**src/sv/cst_pkg.sv**
```systemverilog
`timescale 1ns / 1ps
// ----------------------------------------------------------------------------
// cst_pkg
// Shared types, token codes and keyword/operator tables for the C subset
// tokenizer.
// ----------------------------------------------------------------------------
package cst_pkg;

   // scanner states, one-hot
   typedef enum logic [15:0] {
      ST_IDLE     = 16'b0000_0000_0000_0001,
      ST_WORD     = 16'b0000_0000_0000_0010,
      ST_OP       = 16'b0000_0000_0000_0100,
      ST_ZERO     = 16'b0000_0000_0000_1000,
      ST_ZERO_X   = 16'b0000_0000_0001_0000,
      ST_DEC      = 16'b0000_0000_0010_0000,
      ST_HEX      = 16'b0000_0000_0100_0000,
      ST_SUFFIX   = 16'b0000_0000_1000_0000,
      ST_CH_OPEN  = 16'b0000_0001_0000_0000,
      ST_CH_ESC   = 16'b0000_0010_0000_0000,
      ST_CH_HEX0  = 16'b0000_0100_0000_0000,
      ST_CH_HEX   = 16'b0000_1000_0000_0000,
      ST_CH_CLOSE = 16'b0001_0000_0000_0000,
      ST_STR      = 16'b0010_0000_0000_0000,
      ST_STR_ESC  = 16'b0100_0000_0000_0000,
      ST_STR_X    = 16'b1000_0000_0000_0000
   } scan_state_type;

   // token kinds
   localparam logic [6:0] K_OP_BASE = 7'd26;
   localparam logic [6:0] K_IDENT   = 7'd71;
   localparam logic [6:0] K_INT     = 7'd72;
   localparam logic [6:0] K_UINT    = 7'd73;
   localparam logic [6:0] K_CHAR    = 7'd74;
   localparam logic [6:0] K_STRING  = 7'd75;
   localparam logic [6:0] K_END     = 7'd76;
   localparam logic [6:0] K_ERROR   = 7'd77;

   // error codes
   localparam logic [3:0] ERR_NONE       = 4'd0;
   localparam logic [3:0] ERR_BAD_CHAR   = 4'd1;
   localparam logic [3:0] ERR_EARLY_END  = 4'd2;
   localparam logic [3:0] ERR_OVERFLOW   = 4'd3;
   localparam logic [3:0] ERR_SUFFIX     = 4'd4;
   localparam logic [3:0] ERR_INT_MAX    = 4'd5;
   localparam logic [3:0] ERR_NO_HEX     = 4'd6;
   localparam logic [3:0] ERR_ESC_RANGE  = 4'd7;
   localparam logic [3:0] ERR_BAD_ESC    = 4'd8;
   localparam logic [3:0] ERR_EMPTY_CHAR = 4'd9;
   localparam logic [3:0] ERR_NO_CLOSE   = 4'd10;
   localparam logic [3:0] ERR_STR_NL     = 4'd11;
   localparam logic [3:0] ERR_STR_OPEN   = 4'd12;

   // special characters
   localparam logic [7:0] CH_NUL    = 8'h00;
   localparam logic [7:0] CH_NL     = 8'h0a;
   localparam logic [7:0] CH_DQUOTE = 8'h22;
   localparam logic [7:0] CH_QUOTE  = 8'h27;
   localparam logic [7:0] CH_BSLASH = 8'h5c;
   localparam logic [7:0] CH_UNDER  = 8'h5f;

   // output buffer depth, room for the largest burst of one item and more
   localparam int RSP_DEPTH = 8;
   localparam int RSP_BURST = 4;

   typedef struct packed {
      logic [7:0] ch;
      logic       last;
   } req_type;

   typedef struct packed {
      logic [6:0]  kind;
      logic [23:0] start_pos;
      logic [23:0] length;
      logic [31:0] value;
      logic [3:0]  err_code;
      logic        run_last;
   } result_type;

   // scanner state apart from positions
   typedef struct packed {
      scan_state_type scan;
      logic [31:0]    accum;
      logic [25:0]    kw_mask;
      logic [15:0]    pend;
      logic [1:0]     pend_n;
      logic [1:0]     flags;   // bit0 hex, bit1 u seen
      logic           halted;
   } lex_state_type;

   localparam logic [103:0] KW_TEXT [26] = '{
      "return", "void", "if", "else", "do", "while", "for", "goto", "break",
      "continue", "static", "extern", "switch", "case", "default", "int",
      "unsigned", "signed", "long", "short", "char", "sizeof", "__attribute__",
      "struct", "union", "enum"};
   localparam int KW_LEN [26] = '{6, 4, 2, 4, 2, 5, 3, 4, 5, 8, 6, 6, 6, 4, 7,
      3, 8, 6, 4, 5, 4, 6, 13, 6, 5, 4};

   localparam logic [23:0] OP_TEXT [45] = '{
      ".", "->", ",", "?", ":", ";", "(", ")", "{", "}", "[", "]", "~",
      "++", "--", "+=", "-=", "*=", "/=", "%=", "+", "-", "*", "/", "%",
      "&&", "||", "&=", "|=", "^=", ">>=", "<<=", "&", "|", "^", ">>", "<<",
      "!=", "!", "==", ">=", "<=", "=", ">", "<"};
   localparam int OP_LEN [45] = '{1, 2, 1, 1, 1, 1, 1, 1, 1, 1, 1, 1, 1,
      2, 2, 2, 2, 2, 2, 2, 1, 1, 1, 1, 1, 2, 2, 2, 2, 2, 3, 3, 1, 1, 1, 2, 2,
      2, 1, 2, 2, 2, 1, 1, 1};

   function automatic logic is_sp(logic [7:0] c);
      return (c == 8'h20) || (c >= 8'h09 && c <= 8'h0d);
   endfunction

   function automatic logic is_dig(logic [7:0] c);
      return c >= "0" && c <= "9";
   endfunction

   function automatic logic is_alpha(logic [7:0] c);
      return (c >= "a" && c <= "z") || (c >= "A" && c <= "Z");
   endfunction

   function automatic logic is_wordch(logic [7:0] c);
      return is_alpha(c) || is_dig(c) || c == CH_UNDER;
   endfunction

   // {valid, digit value}
   function automatic logic [4:0] hex_val(logic [7:0] c);
      logic [4:0] r;
      r = 5'd0;
      if (is_dig(c)) r = {1'b1, 4'(c - "0")};
      else if (c >= "a" && c <= "f") r = {1'b1, 4'(c - "a" + 8'd10)};
      else if (c >= "A" && c <= "F") r = {1'b1, 4'(c - "A" + 8'd10)};
      return r;
   endfunction

   // {valid, escaped value}
   function automatic logic [8:0] esc_val(logic [7:0] c);
      logic [8:0] r;
      r = 9'd0;
      case (c)
         CH_QUOTE, CH_DQUOTE, "?", CH_BSLASH: r = {1'b1, c};
         "a": r = {1'b1, 8'd7};
         "b": r = {1'b1, 8'd8};
         "f": r = {1'b1, 8'd12};
         "n": r = {1'b1, 8'd10};
         "r": r = {1'b1, 8'd13};
         "t": r = {1'b1, 8'd9};
         "v": r = {1'b1, 8'd11};
         "0": r = {1'b1, 8'd0};
         default: r = 9'd0;
      endcase
      return r;
   endfunction

   // keywords whose character at idx equals c; idx 15 means past every keyword
   function automatic logic [25:0] kw_match(logic [7:0] c, logic [3:0] idx);
      logic [25:0] m;
      m = '0;
      for (int k = 0; k < 26; k++) begin
         if (int'(idx) < KW_LEN[k]) begin
            if (8'(KW_TEXT[k] >> (8 * (KW_LEN[k] - 1 - int'(idx)))) == c) m[k] = 1'b1;
         end
      end
      return m;
   endfunction

   function automatic logic [6:0] kw_pick(logic [25:0] mask, logic [3:0] len);
      logic [6:0] r;
      r = K_IDENT;
      for (int k = 25; k >= 0; k--) begin
         if (mask[k] && KW_LEN[k] == int'(len)) r = 7'(k);
      end
      return r;
   endfunction

   // some operator starts with the first n bytes (longer: and is longer than n)
   function automatic logic op_hit(logic [2:0][7:0] b, logic [1:0] n, logic longer);
      logic any, ok;
      any = 1'b0;
      for (int i = 0; i < 45; i++) begin
         ok = (OP_LEN[i] >= int'(n)) && !(longer && OP_LEN[i] == int'(n));
         for (int j = 0; j < 3; j++) begin
            if (j < int'(n) && j < OP_LEN[i]) begin
               if (8'(OP_TEXT[i] >> (8 * (OP_LEN[i] - 1 - j))) != b[j]) ok = 1'b0;
            end
         end
         if (ok) any = 1'b1;
      end
      return any;
   endfunction

   function automatic logic [6:0] op_kind(logic [2:0][7:0] b, logic [1:0] n);
      logic [6:0] r;
      logic ok;
      r = K_OP_BASE;
      for (int i = 44; i >= 0; i--) begin
         ok = (OP_LEN[i] == int'(n));
         for (int j = 0; j < 3; j++) begin
            if (j < int'(n) && j < OP_LEN[i]) begin
               if (8'(OP_TEXT[i] >> (8 * (OP_LEN[i] - 1 - j))) != b[j]) ok = 1'b0;
            end
         end
         if (ok) r = K_OP_BASE + 7'(i);
      end
      return r;
   endfunction

endpackage

```
**src/sv/cst_chan_if.sv**
```systemverilog
`timescale 1ns / 1ps
// ----------------------------------------------------------------------------
// cst_chan_if
// Valid/ready channel carrying one item of a given payload type.
// ----------------------------------------------------------------------------
interface cst_chan_if #(parameter type payload_type = logic) ();
   logic        valid;
   logic        ready;
   payload_type payload;

   modport source(output valid, output payload, input ready);
   modport sink(input valid, input payload, output ready);
endinterface

```
**src/sv/cst_rsp_fifo.sv**
```systemverilog
`timescale 1ns / 1ps
// ----------------------------------------------------------------------------
// cst_rsp_fifo
// Result buffer: takes a burst of up to four tokens per cycle and drains
// one token per cycle on the output channel while the receiver is ready.
// ----------------------------------------------------------------------------
module cst_rsp_fifo (
   input  logic                          clock,
   input  logic                          reset,
   input  logic [2:0]                    push_cnt,
   input  cst_pkg::result_type [3:0]     push_data,
   output logic                          room,
   cst_chan_if.source                    rsp_if
);

   localparam int AW = $clog2(cst_pkg::RSP_DEPTH);

   cst_pkg::result_type mem_ff [cst_pkg::RSP_DEPTH];
   logic [AW-1:0] wr_ptr_ff, wr_ptr_in;
   logic [AW-1:0] rd_ptr_ff, rd_ptr_in;
   logic [AW:0]   count_ff, count_in;
   logic          pop;

   assign pop            = rsp_if.valid && rsp_if.ready;
   assign rsp_if.valid   = (count_ff != '0);
   assign rsp_if.payload = mem_ff[rd_ptr_ff];
   assign room           = (count_ff <= (AW+1)'(cst_pkg::RSP_DEPTH - cst_pkg::RSP_BURST));

   // pointer and fill bookkeeping
   always_comb begin
      wr_ptr_in = wr_ptr_ff + AW'(push_cnt);
      rd_ptr_in = rd_ptr_ff + AW'(pop);
      count_in  = count_ff + (AW+1)'(push_cnt) - (AW+1)'(pop);
   end

   always_ff @(posedge clock) begin
      if (reset) begin
         wr_ptr_ff <= '0;
         rd_ptr_ff <= '0;
         count_ff  <= '0;
      end else begin
         wr_ptr_ff <= wr_ptr_in;
         rd_ptr_ff <= rd_ptr_in;
         count_ff  <= count_in;
      end
   end

   // burst write of the new tokens
   always_ff @(posedge clock) begin
      for (int i = 0; i < cst_pkg::RSP_BURST; i++) begin
         if (3'(i) < push_cnt) mem_ff[wr_ptr_ff + AW'(i)] <= push_data[i];
      end
   end

   a_no_overflow: assert property (@(posedge clock) disable iff (reset)
      count_ff <= (AW+1)'(cst_pkg::RSP_DEPTH))
      else $error("result buffer overfilled");

   a_push_shows: assert property (@(posedge clock) disable iff (reset)
      push_cnt != 3'd0 |=> rsp_if.valid)
      else $error("pushed item not presented");

   a_pop_drains: assert property (@(posedge clock) disable iff (reset)
      pop && push_cnt == 3'd0 |=> count_ff == $past(count_ff) - 1'b1)
      else $error("pop did not drain");

endmodule

```
**src/flat_wrapper.sv**
```systemverilog
// flat-port wrapper written by rule: the top's interface ports become plain ports
module cst_rsp_fifo_flat 
  (clock, reset, push_cnt, push_data, room, rsp_if_valid, rsp_if_payload, rsp_if_ready);
  cst_chan_if rsp_if_i ();
  input  logic clock;
  input  logic reset;
  input  logic [2:0] push_cnt;
  input  cst_pkg::result_type [3:0] push_data;
  output logic room;
  output wire logic [$bits(rsp_if_i.valid)-1:0] rsp_if_valid;
  output wire logic [$bits(rsp_if_i.payload)-1:0] rsp_if_payload;
  input wire logic [$bits(rsp_if_i.ready)-1:0] rsp_if_ready;
  assign rsp_if_valid = rsp_if_i.valid;
  assign rsp_if_payload = rsp_if_i.payload;
  assign rsp_if_i.ready = rsp_if_ready;
  cst_rsp_fifo u_core (.clock(clock), .reset(reset), .push_cnt(push_cnt), .push_data(push_data), .room(room), .rsp_if(rsp_if_i));
endmodule
```
**config.mk**
```make
export PLATFORM = sky130hd
export DESIGN_NAME = cst_rsp_fifo_flat
export DESIGN_NICKNAME = d
export VERILOG_FILES = /design/src/sv/cst_pkg.sv /design/src/sv/cst_chan_if.sv /design/src/sv/cst_rsp_fifo.sv /design/src/flat_wrapper.sv
export SDC_FILE = /design/constraint.sdc
export NUM_CORES = 1
export LEC_CHECK = 0
export BUFFER_PORTS_ARGS = -buffer_cell sky130_fd_sc_hd__buf_2
export CAP_MARGIN = 20
export CORE_AREA = 2 2 146 148
export DETAILED_ROUTE_END_ITERATION = 10
export DIE_AREA = 0 0 148 150
export SYNTH_ARGS = -nofsm -noshare
export SYNTH_HDL_FRONTEND = slang
export SYNTH_SLANG_ARGS = --single-unit
```
**constraint.sdc**
```tcl
create_clock -name clock -period 2.75 [get_ports clock]
set_input_delay 0.55 -clock clock [delete_from_list [all_inputs] [get_ports clock]]
set_output_delay 0.55 -clock clock [all_outputs]
set_load 0.01 [all_outputs]
```
Yosys cells after proc, flatten, opt, wreduce, memory -nomap -nowiden
Memories as Yosys holds them, arrays and structs flattened. A register that Yosys moved wholly into a read port is not among the register bits.
Cells that the tools add are included.
{ "totals": {"regBits": 10, "mem_bits_rw": 736, "in_bits": 374, "out_inout_bits": 3, "wordCells": 27, "memories": 1} }
{ "op_classes": {"addsub": 7, "magnitude_cmp": 5, "mux": 9, "reduce_logical": 2} }
{ "memory_table": {"columns": ["name", "depth", "width", "read_ports", "rd_clocked_by_memory_dff", "write_ports", "line", "source"], "rows": [
  ["u_core.mem_ff", 8, 92, 1, 1, 4, "cst_rsp_fifo.sv:18", "cst_pkg::result_type mem_ff [cst_pkg::RSP_DEPTH];"]
]} }
{ "ops": {"columns": ["operator", "count"], "rows": [
  ["$mux 1", 8],
  ["$add 3x2->3 const B", 2],
  ["$lt 1x3->1 const A", 2],
  ["$lt 2x3->1 const A", 2],
  ["$add 4x3->4", 1],
  ["$le 4x3->1 const B", 1],
  ["$reduce_bool 4->1", 1],
  ["$sub 4x1->4", 1],
  ["$add 3x1->3", 1],
  ["$add 3x1->3 const B", 1],
  ["$add 3x3->3", 1],
  ["$mux 3", 1],
  ["$logic_and 1x1->1", 1]
]} }

Longest topological paths before layout
{ "logic_depth": {"word_depth": 4, "ltp_mapped": 9, "ltp_nobuf": 9} }

Worst setup path after synthesis
OpenSTA, ideal clock, no wires.
{ "synth_path": {"path_type": "register -> register", "start": "register u_core.count_ff[1]", "end": "register u_core.count_ff[2]", "setup_ps": 128, "t_arrival_ps": 2106, "required_ps": 2622, "slack_ps": 517, "path_stages_with_launch": 10, "path_buffers": 0, "period_less_slack_ps": 2233, "cell_sequence": "dfxtp_1 or4_1 and2_1 ha_1 inv_1 ha_1 inv_1 fa_1 xor2_1 nor2_1"} }
{ "synth_between": {"elab_chain_cells": 3, "word_cells_on_any_way": 4, "cone_classes": "add/sub (2); reduce/logical (2)"} }
{ "synth_rtl": {"columns": ["item", "line", "source"], "rows": [
  ["from (decl)", "cst_rsp_fifo.sv:21", "logic [AW:0] count_ff, count_in;"],
  ["from (signal assigned)", "cst_rsp_fifo.sv:44", "count_ff <= count_in;"],
  ["$reduce_bool 4->1", "cst_rsp_fifo.sv:25", "assign rsp_if.valid = (count_ff != '0);"],
  ["net rsp_if_valid", "flat_wrapper.sv:10", "output wire logic [$bits(rsp_if_i.valid)-1:0] rsp_if_valid;"],
  ["$logic_and 1x1->1", "cst_rsp_fifo.sv:24", "assign pop = rsp_if.valid && rsp_if.ready;"],
  ["$sub 4x1->4", "cst_rsp_fifo.sv:33", "count_in = count_ff + (AW+1)'(push_cnt) - (AW+1)'(pop);"]
]} }
The timed path passes the listed nets, and every way through them passes these cells.
A chain may end at the register's enable or synchronous reset.

Final worst setup path
{ "layout_path": {"start": "register u_core.count_ff[1]", "end": "register u_core.count_ff[2]"} }
{ "layout_between": {"elab_chain_cells": 3, "word_cells_on_any_way": 4, "cone_classes": "add/sub (2); reduce/logical (2)"} }
{ "layout_rtl": {"columns": ["item", "line"], "rows": [
  ["parallel branches: the longest is 2 deep, another holds $add 4x3->4", null],
  ["$sub 4x1->4 (*)", "cst_rsp_fifo.sv:33"]
]} }
Every way passes the cells marked *.

==> impl_metrics.yaml <==
status:
  status: "finished, final reports clean"
routing:
  drt_iter0_drc: 29
  drtPass1Iterations: 4
  drcViolationCount: 0
  via_per_inst: 2.79
  vias: 1271
  avgRoutedWirePerCell_um: 8.93
  finalWirelength_um: 4060
  ant_nets: 0
clock_network:
  cts_setup_buffers: 0
  cts_tree: "done"
  cts_sinks: 18
  ctsHoldBuffers: 0
  ctsResizeCount: 0
  ctsHtreeMaxLevel: 1
  cts-buffers-inserted: 3
  clk_pin_slew_worst_paths_ps: 50
  worstSkewPairLatency_ps: 250
  cts_max_path_buffers: 2
  root_buffer: "clkbuf_16"
pwr:
  p_int_uw: 892
  comb_power_share_pct: 47.8
  power_switching_uw: 517
  power_density_nw_per_um2: 700
  seq_power_share_pct: 29.4
  leakage_uw: 0.000678
  clkPwrFrac_pct: 22.7
  p_total_uw: 1410
  switching_share_pct: 36.7
  ir_worst_vdd_mv: 0.180
hold_path:
  holdCritPathClass: "reg2reg"
  hp-start: "u_core.rd_ptr_ff[2]"
setup_path:
  crit_fanout: 2
  required_ps: 2890
  cp_slowest_cell: "or4_1"
  worst-path-buf-inv: 2
  critical_path_class: "reg2reg"
  cpLargestDelayFamily: "adder cells"
  cpPeakStageDelay_ps: 530
  startpoint_type: "register"
  worst-endpoint-arrival_ps: 2390
  setup.worst_path.start: "u_core.count_ff[1]"
  crit-reg2reg-launch: "u_core.count_ff[1]"
  critPathCaptureType: "register"
  worstPathCellList: "or4_1 > and2_1 > ha_1 > inv_1 > ha_1 > inv_1 > fa_1 > xor2_1 > nor2_1"
logic_synthesis:
  syn_avg_cell_area_sq_um: 9.10
  synth_compound_area_share_pct: 16.4
  synthMuxAreaShare_pct: 8.81
  yosys.area_share.xor_xnor_pct: 7.36
  synth_fa_ha_area_share_pct: 11.5
  synth_edf_count: 8
  synth_nets: 557
  netlist_instances: 170
  yosys.area_share.simple_pct: 20.1
  yosys.cell_types.count: 42
  synth_top_family_by_area: "simple AND/OR/NAND/NOR gates"
  seq_area_frac_synth_pct: 28.5
  synthFlopType: "dfxtp_1"
  netlist_area_sq_um: 1550
  yosysWarnings: 0
  synthArstFlopShare_pct: 0
  synth_seq_cells: 18
timing:
  worst_pin_slew_ps: 495
  setup_viol: 0
  finalClockSkew_ps: 3.28
  hold_violations: 0
  period_share_pct: 81.8
  whs_ps: 550
  timing.fmax_ghz: 0.445
  setup_slack_ps: 502
  max-slew-margin-rel_pct: 66.9
  rsz0062_at_grt: "no"
  min_period_ps: 2250
  tns_ps: 0
  slew_viol_final: 0
global_route:
  overflow: 0
  first_global_vias: 1241
  grt_pass1_wl_um: 6390
  grt_use_total_pct: 3.64
  grt_start_max_net_pins: 20
  antenna_found_initial: 1
final_layout:
  most-common-layout-cells: "inv_1 (15), nor2_1 (13), nand3_1 (13)"
  antenna_cells: 0
  drive_gt1_share_pct: 17.2
  syn2layout_area_growth_pct: 30.1
  layout.nets: 568
  fillers: 2413
  final_common_cell: "inv_1"
  finalCoreUtilization_pct: 9.73
place:
  gp_congestion: 0.819
  dp_hpwl_um: 3160
  portBuffers: 12
  pre_cts_slack_ps: 492
die:
  coreArea_sq_um: 20700
  dieArea_sq_um: 22200
  die_x_um: 148
  start_util_pct: 7.48
  rows: 53
  die_y_um: 150
  io_pins: 377
flow_run:
  maxCapViolations: 0
[worst paths after layout]
check	end	slack, ps	cells past startpoint
min reg2reg	u_core.rd_ptr_ff[2]	550	2
max	u_core.count_ff[2]	500	9
max reg2reg	u_core.count_ff[2]	500	9
min	u_core.rd_ptr_ff[2]	550	2
[power groups by stage]
stage                     combinational [uW]  sequential, uW  clock (uW)
final                                    674             415         320
after global routing                     756             425         335
after CTS                                678             418         325
after detailed placement                 673             423           0
after global placement                   661             420           0
after floorplan                          531             403           0
[worst reg2reg max path, stage by stage, from the launching register on]
cell and delay [ps]:
dfxtp_1 310, or4_1 530, and2_1 200, ha_1 270
inv_1 50, ha_1 150, inv_1 60, fa_1 370
xor2_1 140, nor2_1 50
[cell families after synthesis]
group,count (synthesis)
AND/OR/NAND/NOR,56
AO/OA/AOI/OAI,37
buffers and inverters,25
flip-flops,18
adder cells (fa/ha/maj),13
multiplexers,11
XOR/XNOR,10
[registers in the layout, summed over array words and instances (netlist names)]
name / cells
u_core.count_ff: 4
u_core.rd_ptr_ff: 3
u_core.mem_ff: 8
u_core.wr_ptr_ff: 3
[area by class of cell]
type	instances	area (sq um)	share of cell area (%)
clock buffers	4	88.8	4.41
well taps	275	344	17.1
inverters	15	56.3	2.80
multi-input cells	127	993	49.3
flip-flops and latches	18	440	21.9
repair buffers	16	90.1	4.47
[through the flow]
step / instance area, sq um / cells
floorplan: 1550 / 170
global placement: 1920 / 451
detailed placement: 1920 / 451
CTS: 2010 / 455
global route: 2010 / 455
finish: 2010 / 455
[synthesized netlist by cell type (2+ instances only)]
cell	number	share of area (%)
nor3_4	2	2.1
o22ai_1	2	0.81
inv_1	15	3.6
fa_1	2	2.6
a21oi_1	10	3.2
nand2_1	7	1.7
mux2i_1	8	5.2
o211ai_1	4	1.9
a31oi_1	5	2.0
buf_2	7	2.3
nor2_1	13	3.2
nor2b_1	7	2.8
nor3_1	3	0.97
edfxtp_1	8	16
o21ai_0	5	1.6
nand3_1	13	4.2
o32ai_1	2	1.1
o21a_1	2	0.97
or4_1	4	1.9
nand2b_1	2	0.81
a21o_1	2	0.97
ha_1	11	8.9
dfxtp_1	10	13
mux4_2	2	2.9
xor2_1	3	1.7
xnor2_1	5	2.8
[per-layer routing]
metal,share of wire [%],track usage (%),vias up
li1,-,-,634
met1,42,4.07,612
met2,54,6.94,19
met4,0.98,1.24,2
met5,0.32,0,-
met3,2.9,0.610,4
Power figures use the tool's default switching activity.
